File: config.mk
export PLATFORM = sky130hd
export DESIGN_NAME = shell_line_tokenizer_unit
export DESIGN_NICKNAME = d
export VERILOG_FILES = /design/src/rtl/slt_pkg.sv /design/src/rtl/slt_front.sv /design/src/rtl/slt_queue.sv /design/src/rtl/slt_back.sv /design/src/rtl/shell_line_tokenizer_unit.sv
export SDC_FILE = /design/constraint.sdc
export NUM_CORES = 1
export LEC_CHECK = 0
export ABC_CLOCK_PERIOD_IN_PS = 10300
export BUFFER_PORTS_ARGS = -buffer_cell sky130_fd_sc_hd__buf_2
export CORE_UTILIZATION = 47
export DETAILED_ROUTE_END_ITERATION = 10
export PLACE_DENSITY_LB_ADDON = 0.12
export SETUP_SLACK_MARGIN = 0.4
export SLEW_MARGIN = 20
export SYNTH_ARGS = -nofsm -noshare
export SYNTH_HDL_FRONTEND = slang
export SYNTH_SLANG_ARGS = --single-unit
File: constraint.sdc
create_clock -name clk -period 10.3 [get_ports clk]
set_clock_uncertainty 0.1 [all_clocks]
set_input_delay 0.515 -clock clk [delete_from_list [all_inputs] [get_ports clk]]
set_output_delay 0.515 -clock clk [all_outputs]
set_load 0.02 [all_outputs]
File: src/rtl/slt_pkg.sv
// Shared types, character codes and record codes of the shell line tokenizer.
`default_nettype none

package slt_pkg;

  // Limits of the lexer
  localparam int MAX_TOKENS     = 256;
  localparam int MAX_WORD_BYTES = 2047;
  localparam int RESULTS        = 4;   // most records that one input byte can cause
  localparam int QDEPTH         = 4;   // bundle queue depth between front and back

  localparam int TC_W  = 9;
  localparam int WL_W  = 11;
  localparam int CNT_W = $clog2(RESULTS + 1);
  localparam int SUB_W = $clog2(RESULTS);

  // Record kinds
  localparam logic [1:0] KIND_BYTE = 2'd0;
  localparam logic [1:0] KIND_WEND = 2'd1;
  localparam logic [1:0] KIND_OP   = 2'd2;
  localparam logic [1:0] KIND_LINE = 2'd3;

  // Operator codes
  localparam logic [2:0] OP_SEMI   = 3'd0;
  localparam logic [2:0] OP_PIPE   = 3'd1;
  localparam logic [2:0] OP_AMP    = 3'd2;
  localparam logic [2:0] OP_GT     = 3'd3;
  localparam logic [2:0] OP_LT     = 3'd4;
  localparam logic [2:0] OP_OR     = 3'd5;
  localparam logic [2:0] OP_AND    = 3'd6;
  localparam logic [2:0] OP_APPEND = 3'd7;
  localparam logic [2:0] OP_NONE   = 3'd0;

  // Lexer modes
  localparam logic [1:0] MODE_IDLE  = 2'd0;
  localparam logic [1:0] MODE_WORD  = 2'd1;
  localparam logic [1:0] MODE_QUOTE = 2'd2;

  // Pending operator characters
  localparam logic [1:0] PC_PIPE = 2'd0;
  localparam logic [1:0] PC_AMP  = 2'd1;
  localparam logic [1:0] PC_GT   = 2'd2;

  // Character codes
  localparam logic [7:0] CH_SEMI  = 8'h3B;
  localparam logic [7:0] CH_PIPE  = 8'h7C;
  localparam logic [7:0] CH_AMP   = 8'h26;
  localparam logic [7:0] CH_GT    = 8'h3E;
  localparam logic [7:0] CH_LT    = 8'h3C;
  localparam logic [7:0] CH_DQ    = 8'h22;
  localparam logic [7:0] CH_SQ    = 8'h27;
  localparam logic [7:0] CH_SPACE = 8'h20;
  localparam logic [7:0] CH_TAB   = 8'h09;
  localparam logic [7:0] CH_CR    = 8'h0D;

  // One output record
  typedef struct packed {
    logic [1:0] kind;
    logic [7:0] byte_value;
    logic [2:0] op_code;
    logic [7:0] token_number;
    logic       truncated;
  } rec_t;

  // All records caused by one input byte
  typedef struct packed {
    logic [CNT_W-1:0]       cnt;
    rec_t [RESULTS-1:0]     recs;
  } bundle_t;

  function automatic rec_t mk_rec(logic [1:0] kind, logic [7:0] bval, logic [2:0] op,
                                  logic [7:0] tok, logic trunc);
    rec_t r;
    r.kind         = kind;
    r.byte_value   = bval;
    r.op_code      = op;
    r.token_number = tok;
    r.truncated    = trunc;
    return r;
  endfunction

endpackage

`default_nettype wire

File: src/rtl/slt_front.sv
// Front end: accepts bytes, runs the lexer state and builds one record bundle per byte.
`default_nettype none

module slt_front (
  input  wire logic            clk,
  input  wire logic            rst,
  input  wire logic            in_valid,
  output logic                 in_ready,
  input  wire logic [7:0]      in_byte,
  input  wire logic            line_last,
  input  wire logic            q_full,
  output logic                 push,
  output slt_pkg::bundle_t     bundle
);
  import slt_pkg::*;

  // Lexer state
  logic [1:0]      lex_mode,        mode_next;
  logic            quote_is_double, qd_next;
  logic            pend_valid,      pv_next;
  logic [1:0]      pend_char,       pc_next;
  logic [TC_W-1:0] token_count,     tc_next;
  logic [WL_W-1:0] word_length,     wl_next;
  logic            word_overflow,   ov_next;

  logic [CNT_W-1:0] n_next;
  logic [7:0]       pend_byte;
  logic [2:0]       op_double, op_single;
  logic             consumed, is_ws, is_op, accept;
  bundle_t          bundle_next;

  assign in_ready = !q_full;
  assign accept   = in_valid && in_ready;

  // Lookahead byte and codes of the pending operator
  always_comb begin
    unique case (pend_char)
      PC_PIPE: begin
        pend_byte = CH_PIPE; op_double = OP_OR;     op_single = OP_PIPE;
      end
      PC_AMP: begin
        pend_byte = CH_AMP;  op_double = OP_AND;    op_single = OP_AMP;
      end
      default: begin
        pend_byte = CH_GT;   op_double = OP_APPEND; op_single = OP_GT;
      end
    endcase
  end

  assign is_ws = (in_byte == CH_SPACE) || (in_byte >= CH_TAB && in_byte <= CH_CR);
  assign is_op = (in_byte == CH_SEMI) || (in_byte == CH_PIPE) || (in_byte == CH_AMP) ||
                 (in_byte == CH_GT) || (in_byte == CH_LT);

  // One lexer step: up to four records in order
  always_comb begin
    mode_next   = lex_mode;
    qd_next     = quote_is_double;
    pv_next     = pend_valid;
    pc_next     = pend_char;
    tc_next     = token_count;
    wl_next     = word_length;
    ov_next     = word_overflow;
    n_next      = '0;
    consumed    = 1'b0;
    bundle_next = '0;

    // resolve the pending operator with this byte as lookahead
    if (pend_valid) begin
      pv_next = 1'b0;
      if (in_byte == pend_byte) begin
        bundle_next.recs[n_next[SUB_W-1:0]] =
          mk_rec(KIND_OP, 8'd0, op_double, tc_next[7:0], 1'b0);
        consumed = 1'b1;
      end else begin
        bundle_next.recs[n_next[SUB_W-1:0]] =
          mk_rec(KIND_OP, 8'd0, op_single, tc_next[7:0], 1'b0);
      end
      n_next  = n_next + CNT_W'(1);
      tc_next = tc_next + TC_W'(1);
    end

    // the byte itself, unless the pending operator took it or the token limit is reached
    if (!consumed && tc_next < TC_W'(MAX_TOKENS)) begin
      priority if (mode_next == MODE_QUOTE) begin
        if (in_byte == (quote_is_double ? CH_DQ : CH_SQ)) begin
          mode_next = MODE_WORD;
        end else if (wl_next < WL_W'(MAX_WORD_BYTES)) begin
          bundle_next.recs[n_next[SUB_W-1:0]] =
            mk_rec(KIND_BYTE, in_byte, OP_NONE, tc_next[7:0], 1'b0);
          n_next  = n_next + CNT_W'(1);
          wl_next = wl_next + WL_W'(1);
        end else begin
          ov_next = 1'b1;
        end
      end else if (is_ws || is_op) begin
        // close an open word
        if (mode_next == MODE_WORD) begin
          if (wl_next != '0) begin
            bundle_next.recs[n_next[SUB_W-1:0]] =
              mk_rec(KIND_WEND, 8'd0, OP_NONE, tc_next[7:0], ov_next);
            n_next  = n_next + CNT_W'(1);
            tc_next = tc_next + TC_W'(1);
          end
          wl_next   = '0;
          ov_next   = 1'b0;
          mode_next = MODE_IDLE;
        end
        if (is_op && tc_next < TC_W'(MAX_TOKENS)) begin
          priority if (in_byte == CH_SEMI || in_byte == CH_LT) begin
            bundle_next.recs[n_next[SUB_W-1:0]] =
              mk_rec(KIND_OP, 8'd0, (in_byte == CH_SEMI) ? OP_SEMI : OP_LT,
                     tc_next[7:0], 1'b0);
            n_next  = n_next + CNT_W'(1);
            tc_next = tc_next + TC_W'(1);
          end else begin
            pv_next = 1'b1;
            pc_next = (in_byte == CH_PIPE) ? PC_PIPE :
                      (in_byte == CH_AMP)  ? PC_AMP  : PC_GT;
          end
        end
      end else if (in_byte == CH_DQ || in_byte == CH_SQ) begin
        qd_next   = (in_byte == CH_DQ);
        mode_next = MODE_QUOTE;
      end else begin
        mode_next = MODE_WORD;
        if (wl_next < WL_W'(MAX_WORD_BYTES)) begin
          bundle_next.recs[n_next[SUB_W-1:0]] =
            mk_rec(KIND_BYTE, in_byte, OP_NONE, tc_next[7:0], 1'b0);
          n_next  = n_next + CNT_W'(1);
          wl_next = wl_next + WL_W'(1);
        end else begin
          ov_next = 1'b1;
        end
      end
    end

    // end of line: flush operator, close word, line record, clear state
    if (line_last) begin
      if (pv_next) begin
        bundle_next.recs[n_next[SUB_W-1:0]] =
          mk_rec(KIND_OP, 8'd0, (pc_next == PC_PIPE) ? OP_PIPE :
                                (pc_next == PC_AMP)  ? OP_AMP : OP_GT,
                 tc_next[7:0], 1'b0);
        n_next  = n_next + CNT_W'(1);
        tc_next = tc_next + TC_W'(1);
      end
      if (mode_next != MODE_IDLE && wl_next != '0) begin
        bundle_next.recs[n_next[SUB_W-1:0]] =
          mk_rec(KIND_WEND, 8'd0, OP_NONE, tc_next[7:0], ov_next);
        n_next = n_next + CNT_W'(1);
      end
      bundle_next.recs[n_next[SUB_W-1:0]] = mk_rec(KIND_LINE, 8'd0, OP_NONE, 8'd0, 1'b0);
      n_next    = n_next + CNT_W'(1);
      mode_next = MODE_IDLE;
      qd_next   = 1'b0;
      pv_next   = 1'b0;
      pc_next   = PC_PIPE;
      tc_next   = '0;
      wl_next   = '0;
      ov_next   = 1'b0;
    end
    bundle_next.cnt = n_next;
  end

  assign bundle = bundle_next;
  assign push   = accept && (n_next != '0);

  // State update on each accepted byte
  always_ff @(posedge clk) begin
    if (rst) begin
      lex_mode        <= MODE_IDLE;
      quote_is_double <= 1'b0;
      pend_valid      <= 1'b0;
      pend_char       <= PC_PIPE;
      token_count     <= '0;
      word_length     <= '0;
      word_overflow   <= 1'b0;
    end else if (accept) begin
      lex_mode        <= mode_next;
      quote_is_double <= qd_next;
      pend_valid      <= pv_next;
      pend_char       <= pc_next;
      token_count     <= tc_next;
      word_length     <= wl_next;
      word_overflow   <= ov_next;
    end
  end

  // A bundle never holds more records than the queue entry can carry
  a_bundle_size: assert property (@(posedge clk) disable iff (rst)
    push |-> (bundle.cnt <= CNT_W'(RESULTS)))
    else $error("front bundle too large");

  // A pending operator only waits between tokens
  a_pend_idle: assert property (@(posedge clk) disable iff (rst)
    pend_valid |-> (lex_mode == MODE_IDLE))
    else $error("pending operator inside a word");

  // Line end returns the lexer to its reset state
  a_line_clear: assert property (@(posedge clk) disable iff (rst)
    (accept && line_last) |=> (token_count == '0 && lex_mode == MODE_IDLE && !pend_valid))
    else $error("state not cleared at line end");

endmodule

`default_nettype wire

File: src/rtl/slt_queue.sv
// Short bundle queue that decouples the lexer front end from the record serializer.
`default_nettype none

module slt_queue (
  input  wire logic             clk,
  input  wire logic             rst,
  input  wire logic             push,
  input  wire slt_pkg::bundle_t push_data,
  output logic                  full,
  input  wire logic             pop,
  output logic                  not_empty,
  output slt_pkg::bundle_t      head
);
  import slt_pkg::*;

  localparam int QAW = $clog2(QDEPTH);

  bundle_t          entries [QDEPTH];
  logic [QAW-1:0]   wr_ptr, rd_ptr;
  logic [QAW:0]     count;

  assign full      = (count == (QAW+1)'(QDEPTH));
  assign not_empty = (count != '0);
  assign head      = entries[rd_ptr];

  // Pointers and fill count
  always_ff @(posedge clk) begin
    if (rst) begin
      wr_ptr <= '0;
      rd_ptr <= '0;
      count  <= '0;
    end else begin
      if (push) wr_ptr <= wr_ptr + QAW'(1);
      if (pop)  rd_ptr <= rd_ptr + QAW'(1);
      unique case ({push, pop})
        2'b10:   count <= count + (QAW+1)'(1);
        2'b01:   count <= count - (QAW+1)'(1);
        default: count <= count;
      endcase
    end
  end

  // Entry storage
  always_ff @(posedge clk) begin
    if (push) entries[wr_ptr] <= push_data;
  end

  a_no_overflow: assert property (@(posedge clk) disable iff (rst)
    push |-> (!full || pop))
    else $error("push into full queue");

  a_no_underflow: assert property (@(posedge clk) disable iff (rst)
    pop |-> not_empty)
    else $error("pop from empty queue");

endmodule

`default_nettype wire

File: src/rtl/slt_back.sv
// Back end: sends the head bundle's records, one per cycle unless stalled, via an output register.
`default_nettype none

module slt_back (
  input  wire logic             clk,
  input  wire logic             rst,
  input  wire logic             q_not_empty,
  input  wire slt_pkg::bundle_t head,
  output logic                  pop,
  output logic                  out_valid,
  input  wire logic             out_ready,
  output slt_pkg::rec_t         out_rec,
  output logic                  out_last
);
  import slt_pkg::*;

  logic [SUB_W-1:0] sub;
  logic             load, is_last;

  assign load    = q_not_empty && (!out_valid || out_ready);
  assign is_last = ({1'b0, sub} == (head.cnt - CNT_W'(1)));
  assign pop     = load && is_last;

  // Record index within the head bundle
  always_ff @(posedge clk) begin
    if (rst) begin
      sub <= '0;
    end else if (load) begin
      sub <= is_last ? '0 : sub + SUB_W'(1);
    end
  end

  // Output register
  always_ff @(posedge clk) begin
    if (rst) begin
      out_valid <= 1'b0;
    end else if (load) begin
      out_valid <= 1'b1;
    end else if (out_ready) begin
      out_valid <= 1'b0;
    end
  end

  always_ff @(posedge clk) begin
    if (load) begin
      out_rec  <= head.recs[sub];
      out_last <= is_last;
    end
  end

endmodule

`default_nettype wire

File: src/rtl/shell_line_tokenizer_unit.sv
// Top level of the shell line tokenizer: front end, bundle queue and record serializer.
`default_nettype none

// Shell line tokenizer. Takes one command-line byte per word on the slave stream, with
// s_tlast on the final byte of the line, and sends lexical records on the master stream:
// word bytes, word ends (with a truncated flag when a word passed 2047 bytes), operator
// tokens (; | & > < || && >>) and one line-end record per line; m_tlast marks the last
// record caused by an input byte. A byte is taken every cycle while the four-entry bundle
// queue has room; the front end lexes it in that same cycle. The master side sends one
// record per cycle while m_tready is high, so a byte that causes k records (k is 0 to 4)
// sends them one after another, and input stalls only once the queue has filled behind
// the output. Records pass through a queue entry and then the output register. After 256
// tokens the rest of the line yields only the line-end record.
module shell_line_tokenizer_unit (
  input  wire logic        clk,
  input  wire logic        rst,
  input  wire logic        s_tvalid,
  output logic             s_tready,
  input  wire logic [7:0]  s_tdata,   // [7:0] in_byte
  input  wire logic        s_tlast,   // line_last
  output logic             m_tvalid,
  input  wire logic        m_tready,
  output logic [23:0]      m_tdata,   // [7:0] byte_value, [10:8] op_code,
                                      // [18:11] token_number, [19] truncated, [23:20] zero
  output logic [1:0]       m_tuser,   // rec_kind
  output logic             m_tlast    // last_result
);
  import slt_pkg::*;

  logic    q_full, q_push, q_pop, q_not_empty;
  bundle_t q_in, q_head;
  rec_t    out_rec;

  slt_front u_front (
    .clk       (clk),
    .rst       (rst),
    .in_valid  (s_tvalid),
    .in_ready  (s_tready),
    .in_byte   (s_tdata),
    .line_last (s_tlast),
    .q_full    (q_full),
    .push      (q_push),
    .bundle    (q_in)
  );

  slt_queue u_queue (
    .clk       (clk),
    .rst       (rst),
    .push      (q_push),
    .push_data (q_in),
    .full      (q_full),
    .pop       (q_pop),
    .not_empty (q_not_empty),
    .head      (q_head)
  );

  slt_back u_back (
    .clk         (clk),
    .rst         (rst),
    .q_not_empty (q_not_empty),
    .head        (q_head),
    .pop         (q_pop),
    .out_valid   (m_tvalid),
    .out_ready   (m_tready),
    .out_rec     (out_rec),
    .out_last    (m_tlast)
  );

  // Pack the output word
  assign m_tdata = {4'd0, out_rec.truncated, out_rec.token_number, out_rec.op_code,
                    out_rec.byte_value};
  assign m_tuser = out_rec.kind;

endmodule

`default_nettype wire
==> Yosys cells after proc, flatten, opt, wreduce, memory -nomap -nowiden <==
Memory sizes are Yosys's and may differ from the RTL's. A register that Yosys moved wholly into a read port is not among the register bits.
Cells that the tools add are included.
{ "totals": {"ram_bits": 364, "wordCells": 240, "reg_bits": 60, "mem_count": 1, "inputBits": 13} }
{ "op_classes": {"mux": 129, "eq_ne": 20, "bitwise_logic": 3, "n_reduce_logical": 37, "magnitude_cmp": 16, "add_sub_neg": 16} }
{ "mem_list": {"columns": ["name", "depth", "width", "read_ports", "rd_ports_with_merged_regs", "write_ports", "line", "source"], "rows": [
  ["u_queue.entries", 4, 91, 1, 1, 1, "slt_queue.sv:18", "bundle_t entries [QDEPTH];"]
]} }
{ "ops": {"columns": ["cell", "count"], "rows": [
  ["2-to-1 mux 88 bit", 18],
  ["bitwise mux 88 bit", 5],
  ["demux 22 bit (select 2 bit)", 5],
  ["2-to-1 mux 22 bit", 7],
  ["2-to-1 mux 9 bit", 12],
  ["2-to-1 mux 11 bit", 8],
  ["AND 80 bit", 1],
  ["inverter 80 bit", 1],
  ["2-to-1 mux 3 bit", 21],
  ["== test 8 x 6 -> 1 bit, second input constant", 7],
  ["binary-select mux 22 bit (select 2 bit)", 1],
  ["2-to-1 mux 2 bit", 18],
  ["adder 9 x 1 -> 9 bit, second input constant", 3],
  ["2-to-1 mux 1 bit", 27],
  ["nonzero test 11 bit", 2],
  ["< comparator 9 bit, second input constant", 2],
  ["2-to-1 mux 8 bit", 2],
  ["adder 3 x 1 -> 3 bit, second input constant", 5],
  ["< comparator 2 x 3 -> 1 bit, second input constant", 5],
  ["case mux 7 bit (2 select lines)", 1],
  ["logical AND 1 bit", 13],
  ["2-to-1 mux 12 bit", 1],
  ["adder 11 x 1 -> 11 bit, second input constant", 1],
  ["< comparator 11 bit, second input constant", 1],
  ["26 further kinds", 54]
]} }

==> Longest topological paths before layout <==
Gate-level depths: netlist of run 1.
{ "logic_depth": {"ltp_word": 28, "depth_mapped": 28, "mapped_depth_nobuf": 27} }

==> Modules after synthesis <==
A second synthesis of run 1 with hierarchy kept.
{ "hier_totals": {"hier_cells": 1515, "hier_area_um2": 21538.2} }
{ "modules_own_cells": {"columns": ["mod", "cells_per_inst", "instances", "area_per_inst_um2"], "rows": [
  ["slt_queue", 518, 1, 13646.8],
  ["slt_front", 917, 1, 6413.7],
  ["slt_back", 75, 1, 1443.9],
  ["shell_line_tokenizer_unit", 5, 1, 33.8]
]} }

==> Worst setup path before layout of run 1 <==
OpenSTA, ideal clock, no wires.
{ "synth_path": {"path_type": "flip-flop to flip-flop", "start": "register u_front.pend_valid", "end": "memory u_queue.entries[0][0] in the netlist's numbering (enable)", "required_ns": 9.759, "slack_ns": 3.207, "arrival_time_ns": 6.552, "setup_time_ns": 0.441, "path_stages_with_launch": 23, "period_less_slack_ns": 7.093, "cell_sequence": "dfxtp_1 -> buf_2 -> buf_1 -> nand2_1 -> nand2_1 -> ha_1 -> o211ai_4 -> nor4_2 -> nor2_1 -> xnor2_1 -> a221o_1 -> inv_1 -> ha_1 -> mux2_2 -> ha_1 -> nand2_1 -> o21ai_0 -> ha_1 -> inv_1 -> nor4_1 -> a21oi_1 -> a31oi_4 -> and2_1"} }
{ "synth_between": {"elab_chain_len": 25, "elab_cells_between_ends": 50, "cone_classes": "add/sub (6); order compare (2); mux (34); reduce/logical (8)"} }
{ "synth_lines": {"columns": ["element", "line", "source"], "rows": [
  ["from (decl)", "slt_front.sv:20", "logic pend_valid, pv_next;"],
  ["from (signal assigned)", "slt_front.sv:181", "pend_valid <= pv_next;"],
  ["2-to-1 mux 9 bit or 2-to-1 mux 1 bit (tied branches)", "slt_front.sv:68", "if (pend_valid) begin"],
  ["adder 9 x 1 -> 9 bit or adder 1 x 1 -> 2 bit (tied branches)", null, null],
  ["2-to-1 mux 9 bit or 2-to-1 mux 3 bit (tied branches)", "slt_front.sv:98", "if (wl_next != '0) begin"],
  ["2-to-1 mux 9 bit or 2-to-1 mux 3 bit (tied branches)", "slt_front.sv:97", "if (mode_next == MODE_WORD) begin"],
  ["2-to-1 mux 9 bit or 2-to-1 mux 3 bit (tied branches)", "slt_front.sv:95", "end else if (is_ws || is_op) begin"],
  ["2-to-1 mux 9 bit or 2-to-1 mux 3 bit (tied branches)", "slt_front.sv:84", "priority if (mode_next == MODE_QUOTE) begin"],
  ["2-to-1 mux 9 bit or 2-to-1 mux 3 bit (tied branches)", "slt_front.sv:83", "if (!consumed && tc_next < TC_W'(MAX_TOKENS)) begin"],
  ["< comparator 9 bit or adder 3 x 1 -> 3 bit (tied branches)", "slt_front.sv:108, slt_front.sv:113", null],
  ["[9 not listed]", null, null],
  ["2-to-1 mux 3 bit", "slt_front.sv:147", "if (mode_next != MODE_IDLE && wl_next != '0) begin"],
  ["2-to-1 mux 3 bit", "slt_front.sv:138", "if (line_last) begin"],
  ["adder 3 x 1 -> 3 bit", "slt_front.sv:153", "n_next = n_next + CNT_W'(1);"],
  ["2-to-1 mux 3 bit *", "slt_front.sv:138", null],
  ["nonzero test 3 bit *", "slt_front.sv:166", "assign push = accept && (n_next != '0);"],
  ["logical AND 1 bit *", "slt_front.sv:166", null],
  ["2-to-1 mux 1 bit *", "slt_queue.sv:45", "if (push) entries[wr_ptr] <= push_data;"],
  ["2-to-1 mux 1 bit (not written as such) *", "slt_queue.sv:45", null],
  ["to (decl)", "slt_queue.sv:18", null]
]} }
Mark *: on every way between the ends. The rest lies on a longest branch, timed or not. The select of a mux whose other input is x is not followed.

==> Final worst setup path of run 1 <==
{ "layout_path": {"start": "register u_front.token_count[0]", "end": "memory u_queue.entries[3][23] in the netlist's numbering (enable)"} }
{ "layout_between": {"elab_chain_len": 26, "elab_cells_between_ends": 37, "cone_classes": "add/sub (5); order compare (2); mux (23); reduce/logical (7)"} }
{ "layout_lines": {"columns": ["element", "line", "source"], "rows": [
  ["from (decl)", "slt_front.sv:22", "logic [TC_W-1:0] token_count, tc_next;"],
  ["from (signal assigned)", "slt_front.sv:183", "token_count <= tc_next;"],
  ["adder 9 x 1 -> 9 bit", "slt_front.sv:79", "tc_next = tc_next + TC_W'(1);"],
  ["2-to-1 mux 9 bit *", "slt_front.sv:68", null],
  ["adder 9 x 1 -> 9 bit", "slt_front.sv:102", "tc_next = tc_next + TC_W'(1);"],
  ["2-to-1 mux 9 bit", "slt_front.sv:98", null],
  ["2-to-1 mux 9 bit", "slt_front.sv:97", null],
  ["2-to-1 mux 9 bit", "slt_front.sv:95", null],
  ["2-to-1 mux 9 bit", "slt_front.sv:84", null],
  ["2-to-1 mux 9 bit", "slt_front.sv:83", null],
  ["[10 not listed]", null, null],
  ["2-to-1 mux 3 bit", "slt_front.sv:147", null],
  ["2-to-1 mux 3 bit", "slt_front.sv:138", null],
  ["adder 3 x 1 -> 3 bit", "slt_front.sv:153", null],
  ["2-to-1 mux 3 bit *", "slt_front.sv:138", null],
  ["nonzero test 3 bit *", "slt_front.sv:166", null],
  ["logical AND 1 bit *", "slt_front.sv:166", null],
  ["2-to-1 mux 1 bit *", "slt_queue.sv:45", null],
  ["2-to-1 mux 1 bit (not written as such) *", "slt_queue.sv:45", null]
]} }
Marked as above.

==> flow_metrics.py, run 1 <==
metrics = {
    "run_status": {
        "status": "finished, final reports clean",
    },
    "routing": {
        "routed_wl_um": 48100,
        "vias_per_cell": 6.25,
        "num_vias": 12200,
        "dr.pass1.iters": 6,
        "drtIter0Drc": 1037,
        "drtAntennaViolNets": 0,
        "drc": 0,
        "avgRoutedWirePerCell_um": 24.6,
    },
    "cts": {
        "cts_max_path_buffers": 3,
        "root_buffer": "clkbuf_16",
        "path_clk_slew_ns": 0.06,
        "worstSkewPairLatency_ns": 0.56,
        "cts_buffers": 39,
        "cts.htree.levels": 2,
        "cts_tree": "built",
        "post-cts-setup-buffers": 0,
        "postCtsHoldBufs": 0,
        "cts_resized": 0,
        "clock-sinks": 362,
    },
    "floorplan": {
        "die-width_um": 200,
        "die_h_um": 200,
        "ios": 42,
        "dieArea_um2": 40000,
        "core_region_area_um2": 38600,
        "initial_core_util_pct": 47.6,
        "rows": 72,
    },
    "yosys": {
        "synth_area_um2": 18400,
        "synthCells": 1392,
        "synth_cell_types": 111,
        "synth_edf_count": 323,
        "yosysSeqAreaShare_pct": 56.9,
        "syn_area_per_cell_um2": 13.2,
        "async_reset_ff_share_pct": 0,
        "yosysWarnings": 0,
        "ys_ff_latch": 362,
        "ys.flop_type": "edfxtp_1",
    },
    "setup_path": {
        "crit_chain": "ha_1 -> nand2_1 -> o31ai_1 -> o211ai_1 -> clkbuf_2 -> nor2_1 -> a221o_1 -> inv_1 -> ha_1 -> mux2_2 -> ha_1 -> nand2_1 -> o21ai_0 -> ha_1 -> inv_1 -> nor4_1 -> a21oi_1 -> a31oi_4 -> and2_4 -> buf_4",
        "max_stage_delay_ns": 0.81,
        "required_ns": 10.37,
        "cp_max_fo": 43,
        "end_kind": "flop",
        "critPathLaunchType": "flop",
        "crit_path_top_delay_cell": "o31ai_1",
        "crit_path_frequent_cell": "ha_1",
        "criticalPathCategory": "reg -> reg",
        "worstPathArrival_ns": 8.04,
    },
    "sta": {
        "setup_viol": 0,
        "period_share_pct": 77.3,
        "fin_crit_ns": 7.97,
        "tightestPinTransition_ns": 1.05,
        "hold_viol": 0,
        "max-slew-margin-rel_pct": 29.3,
        "tns_ns": 0,
        "slew_violations": 0,
        "rsz0062_at_grt": "false",
        "timing.hold.ws_ns": 0.157,
        "max_freq_mhz": 126,
    },
    "layout": {
        "layout.cells.non_filler": 1959,
        "final_cell_mix": "edfxtp_1 (323), nor2_1 (101), mux4_2 (89)",
        "final_layout_size_suffix_gt1_share_pct": 17.4,
        "final_common_cell": "edfxtp_1",
        "syn_to_final_growth_pct": 10.2,
        "fin_nets": 1462,
    },
    "pwr": {
        "finalPower_uw": 3990,
        "p_leak_uw": 0.00678,
        "ir_worst_vdd_mv": 0.114,
        "cellPowerDensity_nw_per_um2": 197,
    },
    "grt": {
        "grt_usage_pct": 24.8,
        "antenna_found_initial": 1,
        "overflow": 0,
        "grt_pass1_wl_um": 73500,
        "grt_pass1_vias": 11900,
        "grt_max_degree": 45,
    },
    "placement": {
        "dp_cells": 1888,
        "portBuffers": 37,
        "gp_congestion": 0.967,
        "dp_hpwl_um": 33000,
    },
    "flow_run": {
        "max_cap_viol_count": 0,
    },
    "worst_hold_path": {
        "hp-class": "in -> reg",
    },
}
stage by stage:
step           worst slack [ns]  util, %  instance area [um2]
2_1_floorplan              3.21        -                18400
3_3_place_gp               2.57     49.4                19100
3_5_place_dp               2.41     49.4                19100
4_1_cts                    2.39     52.5                20300
5_1_grt                    1.90     52.5                20300
6_report                   2.33     52.5                20300
per-layer routing:
| metal | wire, um | vias up | global-route usage, % |
|---|---|---|---|
| met3 | 2840 | 99 | 3.63 |
| met1 | 21500 | 6207 | 35.3 |
| met2 | 22200 | 415 | 38.7 |
| li1 | - | 5516 | - |
| met4 | 1560 | 0 | 9.61 |
| met5 | 0 | - | 0 |
state kept, by name, indices dropped and copies added, names as in the netlist, 2 cells and up, named ones only:
name	flops
u_front.pend_char	2
u_front.word_length	11
u_back.sub	2
u_queue.wr_ptr	2
u_front.token_count	9
u_queue.count	3
u_queue.entries	300
u_back.out_rec	22
u_queue.rd_ptr	2
u_front.lex_mode	2
cells by family after synthesis:
logic type	Yosys count	share of synthesized area, %
buffers and inverters	140	3.15
adders and majority gates	37	2.56
muxes	110	12.0
xor gates and xnor gates	38	1.89
other	1	0.0204
AOI/OAI and AO/OA	293	11.8
and+or+nand+nor	411	11.6
DFF	362	56.9
where the power goes:
| part | total (uW) | leakage (uW) | switching (uW) | internal [uW] |
|---|---|---|---|---|
| Combinational | 791 | 0.00277 | 461 | 330 |
| Clock | 1330 | 0.000588 | 564 | 764 |
| Sequential | 1880 | 0.00342 | 70.3 | 1810 |
synth_stat cells (10+ instances only):
| cell | n | area, um2 |
|---|---|---|
| a21oi_1 | 61 | 305 |
| a22oi_1 | 18 | 135 |
| a31oi_1 | 11 | 68.8 |
| and2_1 | 28 | 175 |
| and3_1 | 15 | 93.8 |
| buf_1 | 14 | 52.6 |
| buf_2 | 22 | 110 |
| clkbuf_1 | 40 | 150 |
| dfxtp_1 | 39 | 781 |
| edfxtp_1 | 323 | 9700 |
| ha_1 | 36 | 450 |
| inv_1 | 55 | 206 |
| mux2i_1 | 18 | 180 |
| mux4_2 | 89 | 2000 |
| nand2_1 | 87 | 327 |
| nand2b_1 | 12 | 75.1 |
| nand3_1 | 38 | 190 |
| nand4_1 | 15 | 93.8 |
| nor2_1 | 102 | 383 |
| nor3_1 | 46 | 230 |
| nor4_1 | 12 | 75.1 |
| o211ai_1 | 13 | 97.6 |
| o21ai_0 | 43 | 215 |
| o22ai_1 | 10 | 62.6 |
| o31ai_1 | 14 | 105 |
| or3_1 | 10 | 62.6 |
| xnor2_1 | 25 | 219 |
| xor2_1 | 11 | 96.3 |
final cells by class:
class | instances | area (um2)
Multi-Input combinational cell | 893 | 7390
Tap cell | 518 | 648
Fill cell | 3256 | 18400
Antenna cell | 1 | 2.50
Clock inverter | 17 | 168
Inverter | 58 | 218
Sequential cell | 362 | 10500
Clock buffer | 52 | 1030
Timing Repair Buffer | 58 | 340
worst max-delay path: cells and delay by family (launching register included):
kind / cells / cell delay [ns]
fa+ha+maj: 4 / 1.29
compound gates: 6 / 2.39
simple gates: 5 / 1.75
mux: 1 / 0.31
flops: 1 / 0.49
buf+inv: 4 / 1.16
path summary, 6_finish.rpt:
kind                     startpoint                endpoint  slack, ns  cells after the start
max          u_front.token_count[0]  u_queue.entries[3][23]       2.33                     20
min                        m_tready        u_back.out_valid       0.16                      4
max reg2reg  u_front.token_count[0]  u_queue.entries[3][23]       2.33                     20
min reg2reg        u_back.out_valid        u_back.out_valid       0.40                      2
(Power assumes the default switching activity.)
==> inputs of run 2 (changes only) <==
Settings changed: ABC_CLOCK_PERIOD_IN_PS 10300 to 7600.
Clock period 10.3 ns to 7.6 ns, I/O delays scaled along.
==> flow_metrics.py, run 2 (synthesis gave the netlist of run 1 again) <==
metrics = {
    "setup_path": {
        "r2r_cells": 27,
        "criticalPathCategory": "reg -> reg",
        "required_ns": 7.98,
        "end_kind": "flop",
        "cp_max_fo": 9,
        "worstPathArrival_ns": 7.17,
        "critPathLaunchType": "flop",
    },
    "grt": {
        "grt_pass1_wl_um": 72700,
        "grt_pass1_vias": 11700,
        "grt_max_degree": 52,
        "overflow": 0,
        "grt_usage_pct": 24.7,
        "antenna_found_initial": 0,
    },
    "floorplan": {
        "core_region_area_um2": 38600,
        "initial_core_util_pct": 47.6,
        "ios": 42,
        "dieArea_um2": 40000,
        "rows": 72,
        "die_h_um": 200,
        "die-width_um": 200,
    },
    "run_status": {
        "status": "finished, final reports clean",
    },
    "cts": {
        "worstSkewPairLatency_ns": 0.55,
        "cts_max_path_buffers": 3,
        "cts_buffers": 39,
        "postCtsHoldBufs": 0,
        "root_buffer": "clkbuf_16",
        "cts_tree": "built",
        "post-cts-setup-buffers": 0,
        "clock-sinks": 362,
        "cts.htree.levels": 2,
        "path_clk_slew_ns": 0.06,
    },
    "sta": {
        "max_freq_mhz": 147,
        "max-slew-margin-rel_pct": 24.5,
        "fin_crit_ns": 6.79,
        "slew_violations": 0,
        "hold_viol": 0,
        "tns_ns": 0,
        "timing.hold.ws_ns": 0.0276,
        "period_share_pct": 89.3,
        "setup_viol": 0,
        "setup_ws_ns": 0.810,
        "tightestPinTransition_ns": 1.12,
        "rsz0062_at_grt": "false",
    },
    "layout": {
        "final_common_cell": "edfxtp_1",
        "largest-register": "u_queue.entries",
        "fin_nets": 1471,
        "largest_reg_flops": 300,
        "syn_to_final_growth_pct": 11.4,
        "final_cell_mix": "edfxtp_1 (323), nor2_1 (101), mux4_2 (89)",
        "final_layout_size_suffix_gt1_share_pct": 18.3,
        "biggestRegsByFlops": "u_queue.entries (300), u_back.out_rec (22), u_front.word_length (11)",
        "n_antenna_cell": 0,
    },
    "placement": {
        "gp_congestion": 0.968,
        "portBuffers": 37,
        "pre_cts_ws_ns": 0.769,
        "dp_hpwl_um": 33600,
    },
    "routing": {
        "drc": 0,
        "routed_wl_um": 48200,
        "avgRoutedWirePerCell_um": 24.5,
        "drtAntennaViolNets": 0,
        "dr.pass1.iters": 7,
        "vias_per_cell": 6.22,
        "num_vias": 12200,
        "drtIter0Drc": 1198,
    },
    "worst_hold_path": {
        "hp-class": "in -> reg",
        "holdPathStages": 4,
    },
    "pwr": {
        "p_leak_uw": 0.00688,
        "cellPowerDensity_nw_per_um2": 270,
        "ir_worst_vdd_mv": 0.145,
    },
    "flow_run": {
        "max_cap_viol_count": 0,
    },
}
-- run 2: cell count changes in the layout (fill, tap and decap cells not counted), moves of 2 or more --
cell	before	now
buf_4	20	26
clkbuf_1	12	6
buf_12	0	4
bufinv_16	2	5
clkinv_1	5	8
clkinv_4	3	1
clkinvlp_4	0	2
inv_6	3	1
-- run 2: final cells by class --
type                       count  area [um2]
inverter                      58         218
multi-input combinational    893        7400
clock inverter                22         250
tap                          518         648
timing repair buffer          67         460
fill                        3214       18100
clock buffer                  47        1040
sequential                   362       10500
-- run 2: path summary, 6_finish.rpt --
| check | from | slack (ns) | to |
|---|---|---|---|
| worst max register to register | u_front.word_length[0] | 0.81 | u_queue.count[2] |
| worst max-delay path | u_front.word_length[0] | 0.81 | u_queue.count[2] |
| worst min-delay path | m_tready | 0.03 | u_back.out_valid |
| worst min register to register | u_front.quote_is_double | 0.40 | u_front.quote_is_double |
-- run 2: metrics by stage --
stage          utilization [%]  instance area (um2)  power (uW)  cells
6_report                  53.1                20500        5540   1967
5_1_grt                   53.1                20500        5780   1967
4_1_cts                   53.0                20500        5610   1967
3_5_place_dp              49.7                19200        3710   1898
3_3_place_gp              49.7                19200        3690   1898
2_1_floorplan                -                18400        3350   1395
-- run 2: repair_timing --
action                                 CTS  global route
setup endpoints to repair                0           105
gates resized for setup                  0             2
endpoints found under the hold margin    0             0
-- run 2: worst max-delay path, cell delays in order, from the launching register on --
cell,delay (ns)
dfxtp_1,0.50
inv_1,0.08
ha_1,0.22
nor3b_1,0.17
a41oi_4,0.45
o211ai_4,0.24
o41ai_4,0.59
a21o_1,0.22
mux2i_1,0.29
a22o_1,0.26
inv_1,0.09
ha_1,0.29
mux2_2,0.29
ha_1,0.30
nand2_1,0.06
o21ai_0,0.15
ha_1,0.32
nand2b_1,0.17
a21bo_2,0.22
mux2i_1,0.23
a31oi_4,0.17
inv_1,0.10
ha_1,0.18
inv_1,0.06
fa_1,0.37
xor2_1,0.16
or3_1,0.31
a21oi_1,0.14
-- run 2: metal layers --
metal  vias to the layer above  wire length [um]  track usage [%]
li1                       5535                 -                -
met1                      6135             21400             35.7
met2                       467             21900             38.1
met3                        87              3490             4.25
met4                         2              1310             7.92
met5                         -                49            0.988
-- run 2: report_power, final --
group	total [uW]	internal, uW	switching (uW)
clock	1900	1140	755
combinational	1100	462	637
sequential	2540	2440	96.9
total	5540	4050	1490
